==> src/design/gsfc_pkg.sv <==
`default_nettype none
package gsfc_pkg;

	localparam int unsigned BODY_CAPACITY = 256;
	localparam int unsigned BODY_W = $clog2(BODY_CAPACITY);
	localparam logic [31:0] CRC_POLY = 32'hEDB88320;
	localparam logic [31:0] MAG_LIMIT = 32'h8000_0000;

	typedef enum logic [1:0] {
		PH_IDLE  = 2'd0,
		PH_BODY  = 2'd1,
		PH_CHECK = 2'd2
	} phase_t;

	typedef enum logic [2:0] {
		ST_NONE     = 3'd0,
		ST_HEADING  = 3'd1,
		ST_AGRICA   = 3'd2,
		ST_BAD_CRC  = 3'd3,
		ST_BAD_FORM = 3'd4,
		ST_UNKNOWN  = 3'd5
	} status_t;

	// number parser state
	typedef struct packed {
		logic [1:0] frac_cnt;
		logic       stop;
		logic       dot;
		logic       neg;
		logic       started;
	} num_flags_t;

	function automatic logic [7:0] heading_char(input logic [3:0] idx);
		logic [7:0] c;
		unique case (idx)
			4'd0: c = 8'h55;
			4'd1: c = 8'h4E;
			4'd2: c = 8'h49;
			4'd3: c = 8'h48;
			4'd4: c = 8'h45;
			4'd5: c = 8'h41;
			4'd6: c = 8'h44;
			4'd7: c = 8'h49;
			4'd8: c = 8'h4E;
			4'd9: c = 8'h47;
			4'd10: c = 8'h41;
			default: c = 8'h00;
		endcase
		return c;
	endfunction

	function automatic logic [7:0] agrica_char(input logic [2:0] idx);
		logic [7:0] c;
		unique case (idx)
			3'd0: c = 8'h41;
			3'd1: c = 8'h47;
			3'd2: c = 8'h52;
			3'd3: c = 8'h49;
			3'd4: c = 8'h43;
			3'd5: c = 8'h41;
			default: c = 8'h00;
		endcase
		return c;
	endfunction

	function automatic logic [31:0] crc_byte(input logic [31:0] crc, input logic [7:0] c);
		logic [31:0] r;
		r = crc ^ {24'd0, c};
		for (int k = 0; k < 8; k++) begin
			r = (r >> 1) ^ (r[0] ? CRC_POLY : 32'd0);
		end
		return r;
	endfunction

endpackage
`default_nettype wire

==> src/design/gsfc_num.sv <==
`default_nettype none
// one character step of the decimal-to-thousandths parser
module gsfc_num (
	input  wire logic [7:0]              c,
	input  wire logic [31:0]             acc,
	input  wire gsfc_pkg::num_flags_t    fl,
	output logic [31:0]                  acc_nx,
	output gsfc_pkg::num_flags_t         fl_nx
);
	logic        is_digit;
	logic [3:0]  d;
	logic [35:0] m;
	logic [35:0] add;
	logic        blank;

	always_comb begin
		is_digit = (c >= 8'h30) && (c <= 8'h39);
		d = c[3:0];
		blank = (c == 8'h20) || ((c >= 8'h09) && (c <= 8'h0D));
		acc_nx = acc;
		fl_nx = fl;
		m = 36'd0;
		add = 36'd0;
		if (!fl.stop) begin
			if (!fl.started && blank) begin
				fl_nx = fl;
			end else if (!fl.started && (c == 8'h2B || c == 8'h2D)) begin
				fl_nx.started = 1'b1;
				fl_nx.neg = (c == 8'h2D);
			end else begin
				fl_nx.started = 1'b1;
				if (is_digit) begin
					if (!fl.dot) begin
						// acc*10 + d*1000
						m = ({4'd0, acc} << 3) + ({4'd0, acc} << 1)
							+ ({32'd0, d} << 10) - ({32'd0, d} << 4) - ({32'd0, d} << 3);
					end else begin
						unique case (fl.frac_cnt)
							2'd0: add = ({32'd0, d} << 6) + ({32'd0, d} << 5)
								+ ({32'd0, d} << 2);
							2'd1: add = ({32'd0, d} << 3) + ({32'd0, d} << 1);
							2'd2: add = {32'd0, d};
							default: add = 36'd0;
						endcase
						m = {4'd0, acc} + add;
						if (fl.frac_cnt != 2'd3) fl_nx.frac_cnt = fl.frac_cnt + 2'd1;
					end
					acc_nx = (m > {4'd0, gsfc_pkg::MAG_LIMIT}) ? gsfc_pkg::MAG_LIMIT : m[31:0];
				end else if (c == 8'h2E && !fl.dot) begin
					fl_nx.dot = 1'b1;
				end else begin
					fl_nx.stop = 1'b1;
				end
			end
		end
	end
endmodule
`default_nettype wire

==> src/design/gnss_sentence_framer_crc_check.sv <==
// gnss sentence framer with crc-32 check and heading extraction
// input channel: one ascii character per beat on ch (in_valid / in_ready)
// output channel: one result beat per input beat (out_valid / out_ready):
//   status, baseline_mm, heading_mdeg, heading_sd_mdeg
// a sentence runs from '#' to '*' and is followed by 8 check characters;
// the verdict appears on the beat of the 8th check character, all other
// beats carry status none and zero values
// the result beat is registered and appears in the cycle after acceptance
// throughput: one character per cycle while the output is not stalled; crc
// update, prefix match and digit accumulation all finish in the single pass
// between input and result regs; when out_ready is low a full result
// register holds and in_ready follows out_ready, so the input side keeps
// taking beats only while the result register is empty or being drained
// reset (arst_n low) clears the parser to idle, waiting for '#', and empties
// the result register
`default_nettype none
module gnss_sentence_framer_crc_check (
	input  wire logic        clk,
	input  wire logic        arst_n,
	input  wire logic        in_valid,
	output logic             in_ready,
	input  wire logic [7:0]  ch,
	output logic             out_valid,
	input  wire logic        out_ready,
	output logic [2:0]       status,
	output logic signed [31:0] baseline_mm,
	output logic signed [31:0] heading_mdeg,
	output logic signed [31:0] heading_sd_mdeg
);
	localparam int unsigned BW = gsfc_pkg::BODY_W + 1;

	gsfc_pkg::phase_t     phase_q, phase_d;
	logic [BW-1:0]        body_q, body_d;
	logic [31:0]          crc_q, crc_d;
	logic [3:0]           cdc_q, cdc_d;
	logic [31:0]          cval_q, cval_d;
	logic                 copen_q, copen_d;
	logic [1:0]           pfx_q, pfx_d;
	logic                 semi_q, semi_d;
	logic [2:0]           tok_q, tok_d;
	logic                 intok_q, intok_d;
	logic [31:0]          acc_q, acc_d;
	gsfc_pkg::num_flags_t nfl_q, nfl_d;
	logic [31:0]          cap_q [3];
	logic [31:0]          cap_d [3];

	logic                 ovalid_q;
	logic [2:0]           st_q;
	logic [31:0]          v0_q, v1_q, v2_q;
	logic [2:0]           st_d;
	logic                 give;

	logic [31:0]          num_acc_in, num_acc_out;
	gsfc_pkg::num_flags_t num_fl_in, num_fl_out;
	logic                 fire;

	assign in_ready = !ovalid_q || out_ready;
	assign fire = in_valid && in_ready;

	gsfc_num u_num (
		.c(ch), .acc(num_acc_in), .fl(num_fl_in),
		.acc_nx(num_acc_out), .fl_nx(num_fl_out)
	);

	function automatic logic slot_hit(input logic [2:0] t);
		return (t == 3'd2) || (t == 3'd3) || (t == 3'd6);
	endfunction

	function automatic logic [1:0] slot_idx(input logic [2:0] t);
		return (t == 3'd2) ? 2'd0 : ((t == 3'd3) ? 2'd1 : 2'd2);
	endfunction

	function automatic logic [31:0] finish_val(input logic [31:0] a,
			input gsfc_pkg::num_flags_t f);
		if (f.neg) return 32'd0 - a;
		return (a > 32'h7FFF_FFFF) ? 32'h7FFF_FFFF : a;
	endfunction

	always_comb begin
		logic [4:0] d;
		logic       hexd;
		logic [3:0] cnt1;
		logic [2:0] ntok;
		phase_d = phase_q;
		body_d = body_q;
		crc_d = crc_q;
		cdc_d = cdc_q;
		cval_d = cval_q;
		copen_d = copen_q;
		pfx_d = pfx_q;
		semi_d = semi_q;
		tok_d = tok_q;
		intok_d = intok_q;
		acc_d = acc_q;
		nfl_d = nfl_q;
		cap_d = cap_q;
		st_d = gsfc_pkg::ST_NONE;
		give = 1'b0;
		num_acc_in = acc_q;
		num_fl_in = nfl_q;
		d = 5'd16;
		hexd = 1'b0;
		cnt1 = cdc_q + 4'd1;
		ntok = tok_q;
		unique case (phase_q)
			gsfc_pkg::PH_BODY: begin
				if (ch == 8'h2A) begin
					if (intok_q) begin
						if (slot_hit(tok_q)) cap_d[slot_idx(tok_q)] = finish_val(acc_q, nfl_q);
						intok_d = 1'b0;
					end
					phase_d = gsfc_pkg::PH_CHECK;
					cdc_d = 4'd0;
					cval_d = 32'd0;
					copen_d = 1'b1;
				end else if (body_q >= BW'(gsfc_pkg::BODY_CAPACITY - 1)) begin
					phase_d = gsfc_pkg::PH_IDLE;
					body_d = '0;
					cdc_d = 4'd0;
				end else begin
					crc_d = gsfc_pkg::crc_byte(crc_q, ch);
					if (body_q < BW'(11) && ch != gsfc_pkg::heading_char(body_q[3:0]))
						pfx_d[0] = 1'b0;
					if (body_q < BW'(6) && ch != gsfc_pkg::agrica_char(body_q[2:0]))
						pfx_d[1] = 1'b0;
					if (!semi_q) begin
						if (ch == 8'h3B) begin
							semi_d = 1'b1;
							tok_d = 3'd0;
							intok_d = 1'b1;
						end
					end else if (ch == 8'h2C) begin
						if (intok_q) begin
							if (slot_hit(tok_q))
								cap_d[slot_idx(tok_q)] = finish_val(acc_q, nfl_q);
							intok_d = 1'b0;
						end
					end else begin
						if (!intok_q) begin
							intok_d = 1'b1;
							if (tok_q < 3'd7) ntok = tok_q + 3'd1;
							tok_d = ntok;
							if (slot_hit(ntok)) begin
								num_acc_in = 32'd0;
								num_fl_in = '0;
							end
						end
						if (slot_hit(ntok)) begin
							acc_d = num_acc_out;
							nfl_d = num_fl_out;
						end
					end
					body_d = body_q + BW'(1);
				end
			end
			gsfc_pkg::PH_CHECK: begin
				if (ch >= 8'h30 && ch <= 8'h39) d = {1'b0, ch[3:0]};
				else if ((ch >= 8'h61 && ch <= 8'h66) || (ch >= 8'h41 && ch <= 8'h46))
					d = {1'b0, ch[3:0] + 4'd9};
				hexd = !d[4];
				if (copen_q && hexd) cval_d = {cval_q[27:0], d[3:0]};
				else copen_d = 1'b0;
				cdc_d = cnt1;
				if (cnt1 >= 4'd8) begin
					if (crc_q != cval_d) st_d = gsfc_pkg::ST_BAD_CRC;
					else if (pfx_q[0] && body_q >= BW'(11)) begin
						if (semi_q && tok_q >= 3'd6) begin
							st_d = gsfc_pkg::ST_HEADING;
							give = 1'b1;
						end else st_d = gsfc_pkg::ST_BAD_FORM;
					end else if (pfx_q[1] && body_q >= BW'(6)) st_d = gsfc_pkg::ST_AGRICA;
					else st_d = gsfc_pkg::ST_UNKNOWN;
					phase_d = gsfc_pkg::PH_IDLE;
					body_d = '0;
					cdc_d = 4'd0;
				end
			end
			default: begin
				phase_d = gsfc_pkg::PH_IDLE;
				if (ch == 8'h23) begin
					phase_d = gsfc_pkg::PH_BODY;
					body_d = '0;
					crc_d = 32'd0;
					pfx_d = 2'b11;
					semi_d = 1'b0;
					tok_d = 3'd0;
					intok_d = 1'b0;
					acc_d = 32'd0;
					nfl_d = '0;
					cap_d[0] = 32'd0;
					cap_d[1] = 32'd0;
					cap_d[2] = 32'd0;
				end
			end
		endcase
	end

	always_ff @(posedge clk or negedge arst_n) begin
		if (!arst_n) begin
			phase_q <= gsfc_pkg::PH_IDLE;
			body_q <= '0;
			crc_q <= 32'd0;
			cdc_q <= 4'd0;
			cval_q <= 32'd0;
			copen_q <= 1'b1;
			pfx_q <= 2'b11;
			semi_q <= 1'b0;
			tok_q <= 3'd0;
			intok_q <= 1'b0;
			acc_q <= 32'd0;
			nfl_q <= '0;
			cap_q[0] <= 32'd0;
			cap_q[1] <= 32'd0;
			cap_q[2] <= 32'd0;
			ovalid_q <= 1'b0;
		end else begin
			if (fire) begin
				phase_q <= phase_d;
				body_q <= body_d;
				crc_q <= crc_d;
				cdc_q <= cdc_d;
				cval_q <= cval_d;
				copen_q <= copen_d;
				pfx_q <= pfx_d;
				semi_q <= semi_d;
				tok_q <= tok_d;
				intok_q <= intok_d;
				acc_q <= acc_d;
				nfl_q <= nfl_d;
				cap_q <= cap_d;
				ovalid_q <= 1'b1;
			end else if (out_ready) begin
				ovalid_q <= 1'b0;
			end
		end
	end

	// result payload, loaded with each accepted beat
	always_ff @(posedge clk) begin
		if (fire) begin
			st_q <= st_d;
			v0_q <= give ? cap_q[0] : 32'd0;
			v1_q <= give ? cap_q[1] : 32'd0;
			v2_q <= give ? cap_q[2] : 32'd0;
		end
	end

	assign out_valid = ovalid_q;
	assign status = st_q;
	assign baseline_mm = v0_q;
	assign heading_mdeg = v1_q;
	assign heading_sd_mdeg = v2_q;
endmodule
`default_nettype wire

==> config.mk <==
export PLATFORM = sky130hd
export DESIGN_NAME = gnss_sentence_framer_crc_check
export DESIGN_NICKNAME = d
export VERILOG_FILES = /design/src/design/gsfc_pkg.sv /design/src/design/gsfc_num.sv /design/src/design/gnss_sentence_framer_crc_check.sv
export SDC_FILE = /design/constraint.sdc
export NUM_CORES = 1
export LEC_CHECK = 0
export BUFFER_PORTS_ARGS = -buffer_cell sky130_fd_sc_hd__clkbuf_2
export CAP_MARGIN = 15
export CORE_MARGIN = 4
export CORE_UTILIZATION = 60
export DETAILED_ROUTE_END_ITERATION = 8
export GPL_TIMING_DRIVEN = 0
export HOLD_SLACK_MARGIN = 0.1
export PLACE_DENSITY_LB_ADDON = 0.3
export SYNTH_ARGS = -nofsm -noshare
export SYNTH_HDL_FRONTEND = slang
export SYNTH_SLANG_ARGS = --single-unit
==> constraint.sdc <==
create_clock -name clk -period 8.7 [get_ports clk]
set_clock_uncertainty 0.2 [all_clocks]
set_input_delay 0 -clock clk [delete_from_list [all_inputs] [get_ports clk]]
set_output_delay 0 -clock clk [all_outputs]
set_load 0.005 [all_outputs]
==> impl_metrics.json <==
{
  "critPathTopFamily": "compound AO/OA/AOI/OAI gates",
  "wl_per_cell_microns": 19.8,
  "arrival_ns": 8.65,
  "start_kind": "flop",
  "stdcell_count": 2950,
  "dp.cells": 2867,
  "seqPwrFrac_pct": 46.4,
  "drive_gt1_share_pct": 9.62,
  "min_path_type": "in2reg",
  "path_common_cell": "ha_1",
  "synth-adder-area-share_pct": 9.25,
  "end_kind": "flop",
  "pre_cts_ws_ns": -0.986,
  "multiInputGateArea_sq_mm": 0.0115,
  "gp_congestion": 0.957,
  "tightestPinTransition_ns": 1.17,
  "slowest_stage": "fa_1",
  "syn_nets": 2456,
  "io_buffer_count": 109,
  "reg2reg_depth": 31,
  "max_stage_delay_ns": 0.51,
  "grt_pass1_vias": 17400,
  "clock_latency_ns": 0.52,
  "drcViolationCount": 0,
  "routed_wl_mm": 58.5,
  "clkPwrFrac_pct": 41.5,
  "synth-xor-area-share_pct": 8.33,
  "final_nets": 2626,
  "synth.distinct_cells": 82,
  "antenna_found_initial": 0,
  "fp.dieW_microns": 195,
  "ff2ff_setup_slack_ns": 0.29,
  "yosysSeqAreaShare_pct": 40.8,
  "final_common_cell": "nand2_1",
  "synth_seq_cells": 321,
  "vias": 18100,
  "track_usage_pct": 30.1,
  "cp_num_cells": 31,
  "synth_compound_area_share_pct": 17.2,
  "ant_nets": 0,
  "rr_startpoint": "body_q[0]",
  "crit_buf_inv": 6,
  "initial_core_util_pct": 60.7,
  "dr.pass1.iters": 6,
  "nFillCells": 2674,
  "required_ns": 8.94,
  "rsz0062_at_grt": "false",
  "clkTransAtPathRegs_ns": 0.06,
  "reg2reg_to": "acc_q[27]",
  "slew_violations": 0,
  "power_density_mw_per_mm2": 146,
  "htreeDepth": 2,
  "die-area_sq_mm": 0.0379,
  "core_area_sq_mm": 0.0345,
  "p_leak_nw": 10.4,
  "p_switching_w": 0.000897,
  "area_growth_pct": 12.4,
  "final_cell_mix": "nand2_1 (319), o21ai_0 (230), dfrtp_1 (219), ha_1 (129), xnor2_1 (119)",
  "clock-sinks": 321,
  "overflow": 0,
  "synth_edf_count": 99,
  "cts_tree": "done",
  "yosysWarningCount": 0,
  "vdd_drop_max_uv": 175,
  "clockBufferDepth": 3,
  "cp-endpoint": "acc_q[27]",
  "synth_top_family_by_area": "simple AND/OR/NAND/NOR gates",
  "synth-main-ff-cell": "dfrtp_1",
  "syn_avg_cell_area_sq_um": 9.10,
  "drtIter0Drc": 1835,
  "via_per_inst": 6.15,
  "diodes": 0,
  "worstSetupPathType": "reg2reg",
  "setup-violations-final": 0,
  "relSlewSlack_pct": 21.5,
  "fmax_ghz": 0.119,
  "fp.dieH_microns": 195,
  "synth_area_sq_mm": 0.0209,
  "dp_hpwl_mm": 44.1,
  "rows": 68,
  "muxShareOfSynthArea_pct": 1.69,
  "p_int_w": 0.00255,
  "layout_setup_ws_ns": 0.285,
  "grt_pass1_wl_mm": 93.8,
  "swShare_pct": 26.0,
  "seq_area_sq_mm": 0.00853,
  "hold_depth": 4,
  "drv_cap": 0,
  "hold_viol": 0,
  "yosys.area_share.simple_pct": 18.1,
  "fin_crit_sh_pct": 96.7,
  "cts-root-buf": "clkbuf_16",
  "grt_max_degree": 100,
  "crit_fanout": 10,
  "tns_ns": 0,
  "syn_inst": 2299,
  "worstSetupStartpoint": "body_q[0]",
  "power_w": 0.00344,
  "p_comb_share_pct": 12.1,
  "status": "completed",
  "io_pins": 113,
  "min_period_ns": 8.41,
  "cts_made_buffers": 34,
  "async_flop_share_pct": 69.2
}
-- sequential cells by signal, indices dropped and copies added, names as in the netlist, 2 cells and up --
register         cells
cap_q               96
acc_q               32
baseline_mm         32
crc_q               32
cval_q              32
heading_mdeg        32
heading_sd_mdeg     32
body_q               9
nfl_q                6
cdc_q                4
status               3
tok_q                3
pfx_q                2
phase_q              2
-- metrics by stage --
step	instance area, sq um	hold WS (ns)	utilization, %
after floorplan	20900	-0.496	-
after global placement	22000	0.0119	63.9
after detailed placement	22100	-0.249	64.2
after CTS	23400	0.183	68.0
after global routing	23500	0.289	68.2
final	23500	0.234	68.2
-- worst min-delay path, cell delays in order --
cell and delay (ns):
clkbuf_2 0.27, ha_1 0.35, a41o_1 0.21, o21ai_0 0.07
-- what timing repair did --
| action | CTS | global route |
|---|---|---|
| cloned | 0 | 0 |
| resized for setup | 8 | 14 |
| buffers inserted | 1 | 3 |
| pin swaps | 1 | 2 |
| endpoints found under the hold margin | 169 | 0 |
| setup endpoints to repair | 32 | 28 |
| hold buffers | 16 | 0 |
-- synth_stat cells (6+ instances only) --
cell	number	share of area, %
dfrtp_1	219	26
o22ai_1	34	1.0
o21ai_2	10	0.42
a22oi_1	34	1.2
xnor2_1	120	5.0
o22a_1	6	0.25
clkbuf_1	115	2.1
edfxtp_1	99	14
a211oi_1	6	0.22
mux2i_1	33	1.6
buf_2	8	0.19
nor4_1	16	0.48
o21ai_0	231	5.5
or2_2	6	0.18
nand2b_1	16	0.48
xor2_1	79	3.3
o2111ai_1	7	0.29
a31oi_1	17	0.51
nor2_1	103	1.8
nor3_1	55	1.3
buf_1	10	0.18
or3_1	14	0.42
inv_1	109	2.0
nand2_1	319	5.7
nand3b_1	6	0.22
nand4_1	34	1.0
fa_1	16	1.5
and3_1	17	0.51
a2bb2oi_1	9	0.38
and2_1	118	3.5
o21a_1	6	0.22
or4_1	10	0.36
o211ai_1	12	0.43
nor2b_1	8	0.24
ha_1	129	7.7
a21o_1	23	0.83
a21oi_1	88	2.1
o31ai_1	20	0.72
nand3_1	42	1.0
-- cell families (layout without fill, tap and decap cells) --
logic type,Yosys count,count (layout)
fa+ha+maj,145,145
flops,321,321
buf+inv,249,445
simple gates,780,780
xor+xnor,199,199
mux,35,35
compound gates,570,570
-- power groups by stage --
stage / Sequential, W / Clock (W) / Combinational [W]
6_report: 0.00160 / 0.00143 / 0.000416
3_5_place_dp: 0.00163 / 0 / 0.000397
2_1_floorplan: 0.00163 / 0 / 0.000263
5_1_grt: 0.00160 / 0.00151 / 0.000454
3_3_place_gp: 0.00163 / 0 / 0.000383
4_1_cts: 0.00160 / 0.00144 / 0.000406
-- worst min-delay path by stage --
stage          startpoint        end  slack, ns
3_5_place_dp       arst_n  body_q[6]      -0.25
3_3_place_gp     in_valid  out_valid       0.01
2_1_floorplan      arst_n   acc_q[0]      -0.50
4_1_cts             ch[1]   nfl_q[3]       0.18
5_1_grt             ch[1]   nfl_q[3]       0.29
6_report            ch[1]   nfl_q[3]       0.23
-- layout make-up --
type                    count  area share [%]
clock inverters            23           0.847
flip-flops and latches    321            36.3
repair buffers            134            3.62
multi-input cells        1729            48.8
well taps                 455            2.42
inverters                 112            1.80
plain buffers             137            2.39
clock buffers              39            3.79
-- per-layer routing --
layer	GRT usage (%)	routed length, microns	up-vias
li1	-	-	8454
met1	44.0	25900	8742
met2	47.4	26300	811
met3	4.14	4640	125
met4	8.65	1590	0
met5	0	0	-
(Power assumes the default switching activity.)
